**config.mk**
```make
export PLATFORM = sky130hd
export DESIGN_NAME = quartic_newton_root_finder
export DESIGN_NICKNAME = d
export VERILOG_FILES = /design/src/rtl/qnrf_pkg.sv /design/src/rtl/quartic_newton_root_finder.sv
export SDC_FILE = /design/constraint.sdc
export NUM_CORES = 2
export LEC_CHECK = 0
export ABC_CLOCK_PERIOD_IN_PS = 21100
export BUFFER_PORTS_ARGS = -buffer_cell sky130_fd_sc_hd__clkbuf_2
export CAP_MARGIN = 0
export CORE_MARGIN = 2
export CORE_UTILIZATION = 35
export DETAILED_ROUTE_END_ITERATION = 10
export PLACE_DENSITY = 0.58
export SETUP_SLACK_MARGIN = 0.1
export SLEW_MARGIN = 30
export SYNTH_ARGS = -nofsm -noshare
export SYNTH_HDL_FRONTEND = slang
export SYNTH_SLANG_ARGS = --single-unit
```
**constraint.sdc**
```tcl
create_clock -name clock -period 21.1 [get_ports clock]
set_input_delay 1.055 -clock clock [delete_from_list [all_inputs] [get_ports clock]]
set_output_delay 1.055 -clock clock [all_outputs]
set_load 0.005 [all_outputs]
```
**src/rtl/qnrf_pkg.sv**
```systemverilog
// qnrf_pkg: types and constants for the quartic newton root finder
// no dependencies
`timescale 1ns / 1ps
package qnrf_pkg;
   localparam int FRAC_BITS_DEF  = 16;
   localparam int COEF_WIDTH_DEF = 16;
   localparam int ITER_LIMIT_DEF = 64;
   localparam int VAL_W = 32;
   localparam int EPS_W = 31;
   localparam int MAXI_W = 7;
   localparam int IDX_W = 6;
   localparam int GUESS_W = 16;
   localparam int ADDR_W = 5;

   localparam logic [1:0] ST_RUNNING  = 2'd0;
   localparam logic [1:0] ST_CONVERGED = 2'd1;
   localparam logic [1:0] ST_LIMIT    = 2'd2;
   localparam logic [1:0] ST_ZERO_DER = 2'd3;

   localparam logic [2:0] REG_COEF_4 = 3'd4;
   localparam logic [2:0] REG_EPSILON = 3'd5;
   localparam logic [2:0] REG_MAX_ITER = 3'd6;

   typedef enum logic [3:0] {
      S_IDLE, S_PREP, S_ITER, S_FMUL, S_FADD, S_DMUL, S_DADD,
      S_DIVSTART, S_DIV, S_QUOT, S_STEP, S_OUT
   } state_type;

   // saturate a 66-bit signed value to 32 bits
   function automatic logic [32:0] sat32(input logic signed [65:0] v);
      logic [32:0] r;
      if (v > 66'sd2147483647) r = {1'b1, 32'h7fffffff};
      else if (v < -66'sd2147483648) r = {1'b1, 32'h80000000};
      else r = {1'b0, v[31:0]};
      return r;
   endfunction
endpackage

```
**src/rtl/quartic_newton_root_finder.sv**
```systemverilog
// quartic_newton_root_finder: newton-raphson root search on a quartic, q16.16 fixed point
// depends on qnrf_pkg
`timescale 1ns / 1ps
//  channel | direction | contents
//  req_    | in        | tdata: start_guess[15:0]
//  rsp_    | out       | tdata: iteration_index[5:0], estimate[37:6]; tuser status, saturated
//  csr_    | apb       | coef_0..coef_4, epsilon, max_iterations at 4*i
//
// one request runs up to max_iterations iterations (zero acts as one, capped at ITER_LIMIT),
// after a prep state; each iteration runs horner multiply/add steps on the single shared
// multiplier, the bit-serial restoring divider (load, 64 shifts, quotient), then status and
// output states; a zero derivative skips the divider and ends the request
// reset clears control and registers to their reset values
// req_tready is low while a request is in work; a stalled rsp_ holds the sequencer
module quartic_newton_root_finder import qnrf_pkg::*; #(
   parameter int FRAC_BITS  = FRAC_BITS_DEF,
   parameter int COEF_WIDTH = COEF_WIDTH_DEF,
   parameter int ITER_LIMIT = ITER_LIMIT_DEF
) (
   input  logic                  clock,
   input  logic                  reset,
   input  logic                  req_tvalid,
   output logic                  req_tready,
   input  logic [15:0]           req_tdata,   // start_guess
   output logic                  rsp_tvalid,
   input  logic                  rsp_tready,
   output logic [39:0]           rsp_tdata,   // iteration_index[5:0], estimate[37:6], zero pad
   output logic [2:0]            rsp_tuser,   // status[1:0], saturated[2]
   output logic                  rsp_tlast,
   input  logic                  csr_psel,
   input  logic                  csr_penable,
   input  logic                  csr_pwrite,
   input  logic [ADDR_W-1:0]     csr_paddr,
   input  logic [31:0]           csr_pwdata,
   output logic [31:0]           csr_prdata,
   output logic                  csr_pready
);
   localparam int DIV_N = 64;  // dividend bits (f << FRAC_BITS fits in 64)
   localparam int CNT_W = $clog2(DIV_N + 1);

   logic [COEF_WIDTH-1:0] coef_ff [5];
   logic [EPS_W-1:0]  eps_ff;
   logic [MAXI_W-1:0] maxi_ff;

   state_type state_ff, state_in;
   logic signed [31:0] x_ff, x_in, acc_ff, acc_in, f_ff, f_in;
   logic signed [65:0] prod_ff, prod_in;
   logic [2:0]  step_ff, step_in;       // horner position
   logic [MAXI_W-1:0] cnt_ff, cnt_in, lim_ff, lim_in;
   logic clamp_ff, clamp_in;
   // divider
   logic [63:0] dq_ff, dq_in;           // dividend shifting to quotient
   logic [63:0] rem_ff, rem_in;
   logic [31:0] dv_ff, dv_in;           // |d|
   logic qneg_ff, qneg_in;
   logic [CNT_W-1:0] dcnt_ff, dcnt_in;
   // output register
   logic [5:0] o_idx_ff, o_idx_in;
   logic [31:0] o_est_ff, o_est_in;
   logic [1:0] o_st_ff, o_st_in;
   logic o_sat_ff, o_sat_in, o_last_ff, o_last_in;

   // register write
   logic wr;
   logic [2:0] widx;
   assign wr = csr_psel & csr_penable & csr_pwrite;
   assign widx = csr_paddr[4:2];
   assign csr_pready = 1'b1;

   always_ff @(posedge clock) begin
      if (reset) begin
         for (int k = 0; k < 5; k++) coef_ff[k] <= '0;
         eps_ff  <= EPS_W'(66);
         maxi_ff <= MAXI_W'(64);
      end else if (wr && csr_paddr[1:0] == 2'b00) begin
         if (widx <= REG_COEF_4) coef_ff[widx] <= csr_pwdata[COEF_WIDTH-1:0];
         else if (widx == REG_EPSILON) eps_ff <= csr_pwdata[EPS_W-1:0];
         else if (widx == REG_MAX_ITER) maxi_ff <= csr_pwdata[MAXI_W-1:0];
      end
   end

   always_comb begin
      csr_prdata = '0;
      if (widx <= REG_COEF_4)
         csr_prdata = 32'(signed'(coef_ff[widx]));
      else if (widx == REG_EPSILON) csr_prdata = 32'(eps_ff);
      else if (widx == REG_MAX_ITER) csr_prdata = 32'(maxi_ff);
   end

   // scaled coefficient for horner step: f uses fc[4..0], d uses k*c[k] for k 4..1
   logic signed [65:0] craw;
   logic [32:0] cfix;
   logic dmode;
   assign dmode = (state_ff == S_DMUL) || (state_ff == S_DADD);
   always_comb begin
      logic signed [65:0] c;
      c = 66'(signed'(coef_ff[step_ff]));
      if (dmode) c = c * 66'(step_ff);
      craw = c <<< FRAC_BITS;
      cfix = sat32(craw);
   end

   // shared multiplier input and saturating adder
   logic signed [65:0] mul_p, fsh, sum;
   logic [32:0] ps, ss;
   assign mul_p = 66'(acc_ff) * 66'(x_ff);
   assign fsh = prod_ff >>> FRAC_BITS;   // arithmetic shift floors
   assign ps = sat32(fsh);
   assign sum = 66'(signed'(ps[31:0])) + 66'(signed'(cfix[31:0]));
   assign ss = sat32(sum);

   // divider trial
   logic [64:0] trial;
   assign trial = {rem_ff, dq_ff[63]} - {33'd0, dv_ff};

   // quotient and new estimate
   logic signed [65:0] qv, nxv, diff;
   logic [32:0] qs, nxs;
   logic [31:0] stepmag;
   always_comb begin
      qv = qneg_ff ? -$signed({2'b00, dq_ff}) : $signed({2'b00, dq_ff});
      qs = sat32(qv);
      nxv = 66'(x_ff) - 66'(signed'(qs[31:0]));
      nxs = sat32(nxv);
      diff = 66'(signed'(nxs[31:0])) - 66'(x_ff);
      stepmag = diff[65] ? 32'(-diff) : 32'(diff);
   end

   assign req_tready = (state_ff == S_IDLE);
   assign rsp_tvalid = (state_ff == S_OUT);
   assign rsp_tdata = {2'b00, o_est_ff, o_idx_ff};
   assign rsp_tuser = {o_sat_ff, o_st_ff};
   assign rsp_tlast = o_last_ff;

   always_comb begin
      logic signed [65:0] gs;
      logic [32:0] gsat;
      logic signed [31:0] dabs;
      state_in = state_ff; x_in = x_ff; acc_in = acc_ff; f_in = f_ff;
      prod_in = prod_ff; step_in = step_ff; cnt_in = cnt_ff; lim_in = lim_ff;
      clamp_in = clamp_ff; dq_in = dq_ff; rem_in = rem_ff; dv_in = dv_ff;
      qneg_in = qneg_ff; dcnt_in = dcnt_ff; o_idx_in = o_idx_ff;
      o_est_in = o_est_ff; o_st_in = o_st_ff; o_sat_in = o_sat_ff;
      o_last_in = o_last_ff;
      gs = 66'(signed'(req_tdata)) <<< FRAC_BITS;
      gsat = sat32(gs);
      dabs = '0;
      case (state_ff)
         S_IDLE: if (req_tvalid) begin
            x_in = gsat[31:0];
            clamp_in = gsat[32];
            cnt_in = '0;
            if (maxi_ff == '0) lim_in = MAXI_W'(1);
            else if (maxi_ff > MAXI_W'(ITER_LIMIT)) lim_in = MAXI_W'(ITER_LIMIT);
            else lim_in = maxi_ff;
            state_in = S_PREP;
         end
         S_PREP: begin
            // every coefficient is visited in the first iteration, so any
            // coefficient clamp is flagged before the first result
            step_in = 3'd4;
            state_in = S_ITER;
         end
         S_ITER: begin
            acc_in = cfix[31:0];   // f start: fc[4]
            clamp_in = clamp_ff | cfix[32];
            step_in = 3'd3;
            state_in = S_FMUL;
         end
         S_FMUL: begin
            prod_in = mul_p;
            state_in = S_FADD;
         end
         S_FADD: begin
            acc_in = ss[31:0];
            clamp_in = clamp_ff | ps[32] | ss[32] | cfix[32];
            if (step_ff == 3'd0) begin
               f_in = ss[31:0];
               step_in = 3'd4;
               state_in = S_DMUL;
               prod_in = '0;
            end else begin
               step_in = step_ff - 3'd1;
               state_in = S_FMUL;
            end
         end
         S_DMUL: begin
            if (step_ff == 3'd4) begin
               acc_in = cfix[31:0];
               clamp_in = clamp_ff | cfix[32];
               step_in = 3'd3;
            end else begin
               prod_in = mul_p;
               state_in = S_DADD;
            end
         end
         S_DADD: begin
            acc_in = ss[31:0];
            clamp_in = clamp_ff | ps[32] | ss[32] | cfix[32];
            if (step_ff == 3'd1) state_in = S_DIVSTART;
            else begin
               step_in = step_ff - 3'd1;
               state_in = S_DMUL;
            end
         end
         S_DIVSTART: begin
            o_idx_in = cnt_ff[5:0];
            if (acc_ff == '0) begin
               o_est_in = x_ff;
               o_st_in = ST_ZERO_DER;
               o_sat_in = clamp_ff;
               o_last_in = 1'b1;
               state_in = S_OUT;
            end else begin
               dabs = acc_ff[31] ? -acc_ff : acc_ff;
               dv_in = dabs;
               qneg_in = f_ff[31] ^ acc_ff[31];
               dq_in = 64'(f_ff[31] ? 32'(-f_ff) : 32'(f_ff)) << FRAC_BITS;
               if (f_ff == 32'sh80000000) dq_in = 64'h80000000 << FRAC_BITS;
               rem_in = '0;
               dcnt_in = CNT_W'(DIV_N);
               state_in = S_DIV;
            end
         end
         S_DIV: begin
            if (!trial[64]) begin
               rem_in = trial[63:0];
               dq_in = {dq_ff[62:0], 1'b1};
            end else begin
               rem_in = {rem_ff[62:0], dq_ff[63]};
               dq_in = {dq_ff[62:0], 1'b0};
            end
            dcnt_in = dcnt_ff - CNT_W'(1);
            if (dcnt_ff == CNT_W'(1)) state_in = S_QUOT;
         end
         S_QUOT: begin
            clamp_in = clamp_ff | qs[32] | nxs[32];
            o_est_in = nxs[31:0];
            state_in = S_STEP;
            f_in = 32'(stepmag);
         end
         S_STEP: begin
            o_sat_in = clamp_ff;
            if ({1'b0, f_ff} <= {2'b00, eps_ff}) begin
               o_st_in = ST_CONVERGED; o_last_in = 1'b1;
            end else if (cnt_ff + MAXI_W'(1) >= lim_ff) begin
               o_st_in = ST_LIMIT; o_last_in = 1'b1;
            end else begin
               o_st_in = ST_RUNNING; o_last_in = 1'b0;
            end
            state_in = S_OUT;
         end
         S_OUT: if (rsp_tready) begin
            x_in = o_est_ff;
            cnt_in = cnt_ff + MAXI_W'(1);
            step_in = 3'd4;
            state_in = o_last_ff ? S_IDLE : S_ITER;
         end
         default: state_in = S_IDLE;
      endcase
   end

   always_ff @(posedge clock) begin
      if (reset) begin
         state_ff <= S_IDLE;
         cnt_ff <= '0;
         clamp_ff <= 1'b0;
         x_ff <= '0;
      end else begin
         state_ff <= state_in;
         cnt_ff <= cnt_in;
         clamp_ff <= clamp_in;
         x_ff <= x_in;
      end
   end

   always_ff @(posedge clock) begin
      acc_ff <= acc_in; f_ff <= f_in; prod_ff <= prod_in; step_ff <= step_in;
      lim_ff <= lim_in; dq_ff <= dq_in; rem_ff <= rem_in; dv_ff <= dv_in;
      qneg_ff <= qneg_in; dcnt_ff <= dcnt_in; o_idx_ff <= o_idx_in;
      o_est_ff <= o_est_in; o_st_ff <= o_st_in; o_sat_ff <= o_sat_in;
      o_last_ff <= o_last_in;
   end
endmodule

```
==> summary.md <==
| Metric | Value |
|---|---|
| Die H | 462.6 um |
| Post-Place Setup Slack | 7.340 ns |
| CP Capture Point | f_ff[30]$_DFFE_PP_ |
| Commonest non-fill, non-tap cells in the layout | inv_1 (1332), fa_1 (1100), nand2_1 (1041), nor2_1 (504), edfxtp_1 (460) |
| Total of max-cap violations | 0 |
| CTS Sinks | 545 |
| Fin Setup TNS | 0 ns |
| PwrDens | 106.4 nW/um^2 |
| Layout net count | 9481 |
| Worst slew margin | 25.39% |
| FFs w/ async S/R, synth | 0% |
| Worst-skew pair later-pin latency | 0.72 ns |
| Row count | 168 |
| #FFs+latches synth | 545 |
| Critical path type | register to register |
| Worst R2R Path Depth | 34 |
| Routed vias | 57140 |
| Fill cells | 21070 |
| Setup-failing EPs final | 0 |
| Initial Utilization | 35.15% |
| Critical path's slowest cell | o21ai_0 |
| TritonCTS clock tree | built |
| Leading cell type in the layout, fill and taps excluded | inv_1 |
| Vias in the first global route | 59140 |
| Worst Path Arrival | 14.45 ns |
| Post-route ant nets | 0 |
| Mapped Area | 73600 um^2 |
| CTS max path bufs | 3 |
| EDFF count, synth | 460 |
| Sequential Area | 15520 um^2 |
| Max Freq | 71.39 MHz |
| Pre-antenna DRT Iters | 6 |
| Hold violation count in the final report | 0 |
| H-tree Lvls | 3 |
| Minimum clock period after layout | 14.01 ns |
| DRC violations left | 0 |
| CTS Buf Count | 68 |
| Pleak | 36.08 nW |
| RSZ-0062 raised after global routing | no |
| Yosys cell types | 89 |
| CTS Hold Bufs | 0 |
| Initial antenna violation count | 9 |
| DP HPWL | 177700 um |
| R2r endpoint | f_ff[30]$_DFFE_PP_ |
| Share of layout cells above drive strength 1 | 6.227% |
| Die width | 462.6 um |
| Largest net degree at the start of global routing | 85 |
| Largest stage delay, worst path | 0.81 ns |
| Status | complete, no violations |
| Nature of the critical path endpoint | register |
| Die area | 214000 um^2 |
| Final WS setup | 7.092 ns |
| Drt via density | 5.295 |
| FF-to-FF Start | dq_ff[5]$_SDFFCE_PN0P_ |
| Core ar. | 209400 um^2 |
| Main synth FF type | edfxtp_1 |
| Reg clk slew, reported paths | 0.06 ns |
| Root buf cell | clkbuf_16 |
| Tightest Pin Transition | 1.119 ns |
| Synth warn | 0 |
| CP startpoint kind | register |
| Final WL | 231500 um |
| Gr usage total | 21.63% |
| Congestion Overflow GR | 0 |
| Sequential-to-total area share from yosys stat | 21.08% |
| Clk_skew | 0.08490 ns |
| Critical Path Fanout Max | 32 |
| IO buf count | 134 |
| Post-Syn Area per Cell | 9.201 um^2 |
| Final worst-path cycle share | 66.39% |
| Area delta synth->final | 8.397% |
| Critical Path RT | 21.55 ns |
| Post-synthesis cell count | 7999 |
| R2R setup slack | 7.09 ns |
| Post-CTS Setup Inserts | 0 |
| Max VDD drop | 0.0001161 V |
| I/O pins | 139 |
| DRT iter0 DRCs | 4376 |
| Worst min path class | register to register |
| Multi-input gate area | 51710 um^2 |
| RD Place Congestion | 0.9612 |
| CP Launch Point | dq_ff[5]$_SDFFCE_PN0P_ |
| DR WL/cell | 21.46 um |
| Max-slew violations | 0 |
| Post-cts sizing count | 0 |
| First-pass GRT wire length | 358000 um |
## critical path: cells and delay by family (launching register included)
| family | cells | cell delay, ns |
|---|---|---|
| AND/OR/NAND/NOR | 16 | 6.83 |
| XOR/XNOR | 1 | 0.23 |
| AO/OA/AOI/OAI | 13 | 5.16 |
| multiplexers | 2 | 0.37 |
| flip-flops | 1 | 0.45 |
| adder cells (fa/ha/maj) | 2 | 0.68 |
## area by class of cell
class	instances	share of cell area, %
Clock buffer	91	2.343
Sequential cell	545	19.45
Multi-Input combinational cell	5721	64.82
Clock inverter	34	0.6509
Tap cell	2805	4.399
Antenna cell	4	0.01255
Timing Repair Buffer	257	2.045
Inverter	1334	6.277
## cell families after synthesis
| group | Yosys count | synth area share [%] |
|---|---|---|
| xor+xnor | 351 | 4.177 |
| flops | 545 | 21.08 |
| simple gates | 2479 | 15.79 |
| mux | 151 | 2.824 |
| other cells | 2 | 0.01020 |
| fa+ha+maj | 1503 | 36.75 |
| compound gates | 1186 | 10.22 |
| buf+inv | 1782 | 9.143 |
## stage by stage
stage / instances / power [mW] / util (%) / cell area (um^2) / hold slack, ns
6_report: 10790 / 8.485 / 38.10 / 79780 / 0.4740
3_5_place_dp: 10660 / 7.229 / 36.94 / 77340 / 0.4669
5_1_grt: 10790 / 9.283 / 38.10 / 79770 / 0.5069
2_1_floorplan: 8048 / 5.691 / - / 73780 / 0.4244
3_3_place_gp: 10660 / 7.179 / 36.92 / 77290 / 0.4646
4_1_cts: 10790 / 8.546 / 38.08 / 79720 / 0.4761
## metal layers
| layer | GRT usage (%) | vias up | routed length, um |
|---|---|---|---|
| met5 | 0 | - | 0 |
| met4 | 8.937 | 0 | 10260 |
| met3 | 2.899 | 340 | 14380 |
| met2 | 35.47 | 1831 | 109200 |
| met1 | 28.75 | 29340 | 97660 |
| li1 | - | 25640 | - |
## where the power goes
group / switching (mW) / internal [mW] / total [mW]
combinational: 3.48 / 2.32 / 5.80
sequential: 0.0363 / 1.40 / 1.43
clock: 0.538 / 0.714 / 1.25
## state kept, by name, indices dropped and copies added (netlist names), 32 cells and up, named ones only
signal    flops
f_ff         32
o_est_ff     32
dq_ff        64
x_ff         32
rem_ff       64
dv_ff        32
prod_ff      48
acc_ff       32
coef_ff     128
## worst min-delay path by stage
| stage | slack [ns] | from | to | cells after the start |
|---|---|---|---|---|
| floorplan | 0.42 | acc_ff[0]$_DFFE_PP_ | dv_ff[0]$_DFFE_PP_ | 0 |
| finish | 0.47 | eps_ff[19]$_SDFFE_PP0P_ | eps_ff[19]$_SDFFE_PP0P_ | 2 |
| global route | 0.51 | eps_ff[19]$_SDFFE_PP0P_ | eps_ff[19]$_SDFFE_PP0P_ | 2 |
| detailed placement | 0.47 | eps_ff[16]$_SDFFE_PP0P_ | eps_ff[16]$_SDFFE_PP0P_ | 2 |
| CTS | 0.48 | eps_ff[16]$_SDFFE_PP0P_ | eps_ff[16]$_SDFFE_PP0P_ | 2 |
| global placement | 0.46 | eps_ff[28]$_SDFFE_PP0P_ | eps_ff[28]$_SDFFE_PP0P_ | 2 |
## Yosys cell counts, types with 14 or more instances
cell / count / area (um^2)
and3_1: 104 / 650.6
nor4_1: 48 / 300.3
o211ai_1: 23 / 172.7
or3_1: 34 / 212.7
a21oi_1: 362 / 1812
clkbuf_1: 422 / 1584
or4_1: 32 / 240.2
mux2i_1: 94 / 940.9
nor2b_1: 63 / 394.1
and2_1: 276 / 1727
nand3_1: 70 / 350.3
mux4_2: 44 / 991.0
a31oi_1: 38 / 237.7
buf_1: 17 / 63.81
or2_2: 14 / 87.58
o21bai_1: 20 / 150.1
inv_1: 1332 / 5000
ha_1: 393 / 4917
nand4_1: 46 / 287.8
a211oi_1: 46 / 345.3
edfxtp_1: 460 / 13810
nand2b_1: 93 / 581.8
o21ai_0: 230 / 1151
nand2_1: 1044 / 3919
a22oi_1: 25 / 187.7
o31ai_1: 40 / 300.3
a21o_1: 147 / 1104
fa_1: 1101 / 22040
and4_1: 14 / 122.6
nor3_1: 81 / 405.4
nor2_1: 513 / 1926
xnor2_1: 208 / 1822
o22ai_1: 45 / 281.5
o41ai_1: 25 / 219.0
xor2_1: 143 / 1252
o21a_1: 58 / 435.4
dfxtp_1: 85 / 1702
No activity file was read; power rests on OpenSTA's default activity.
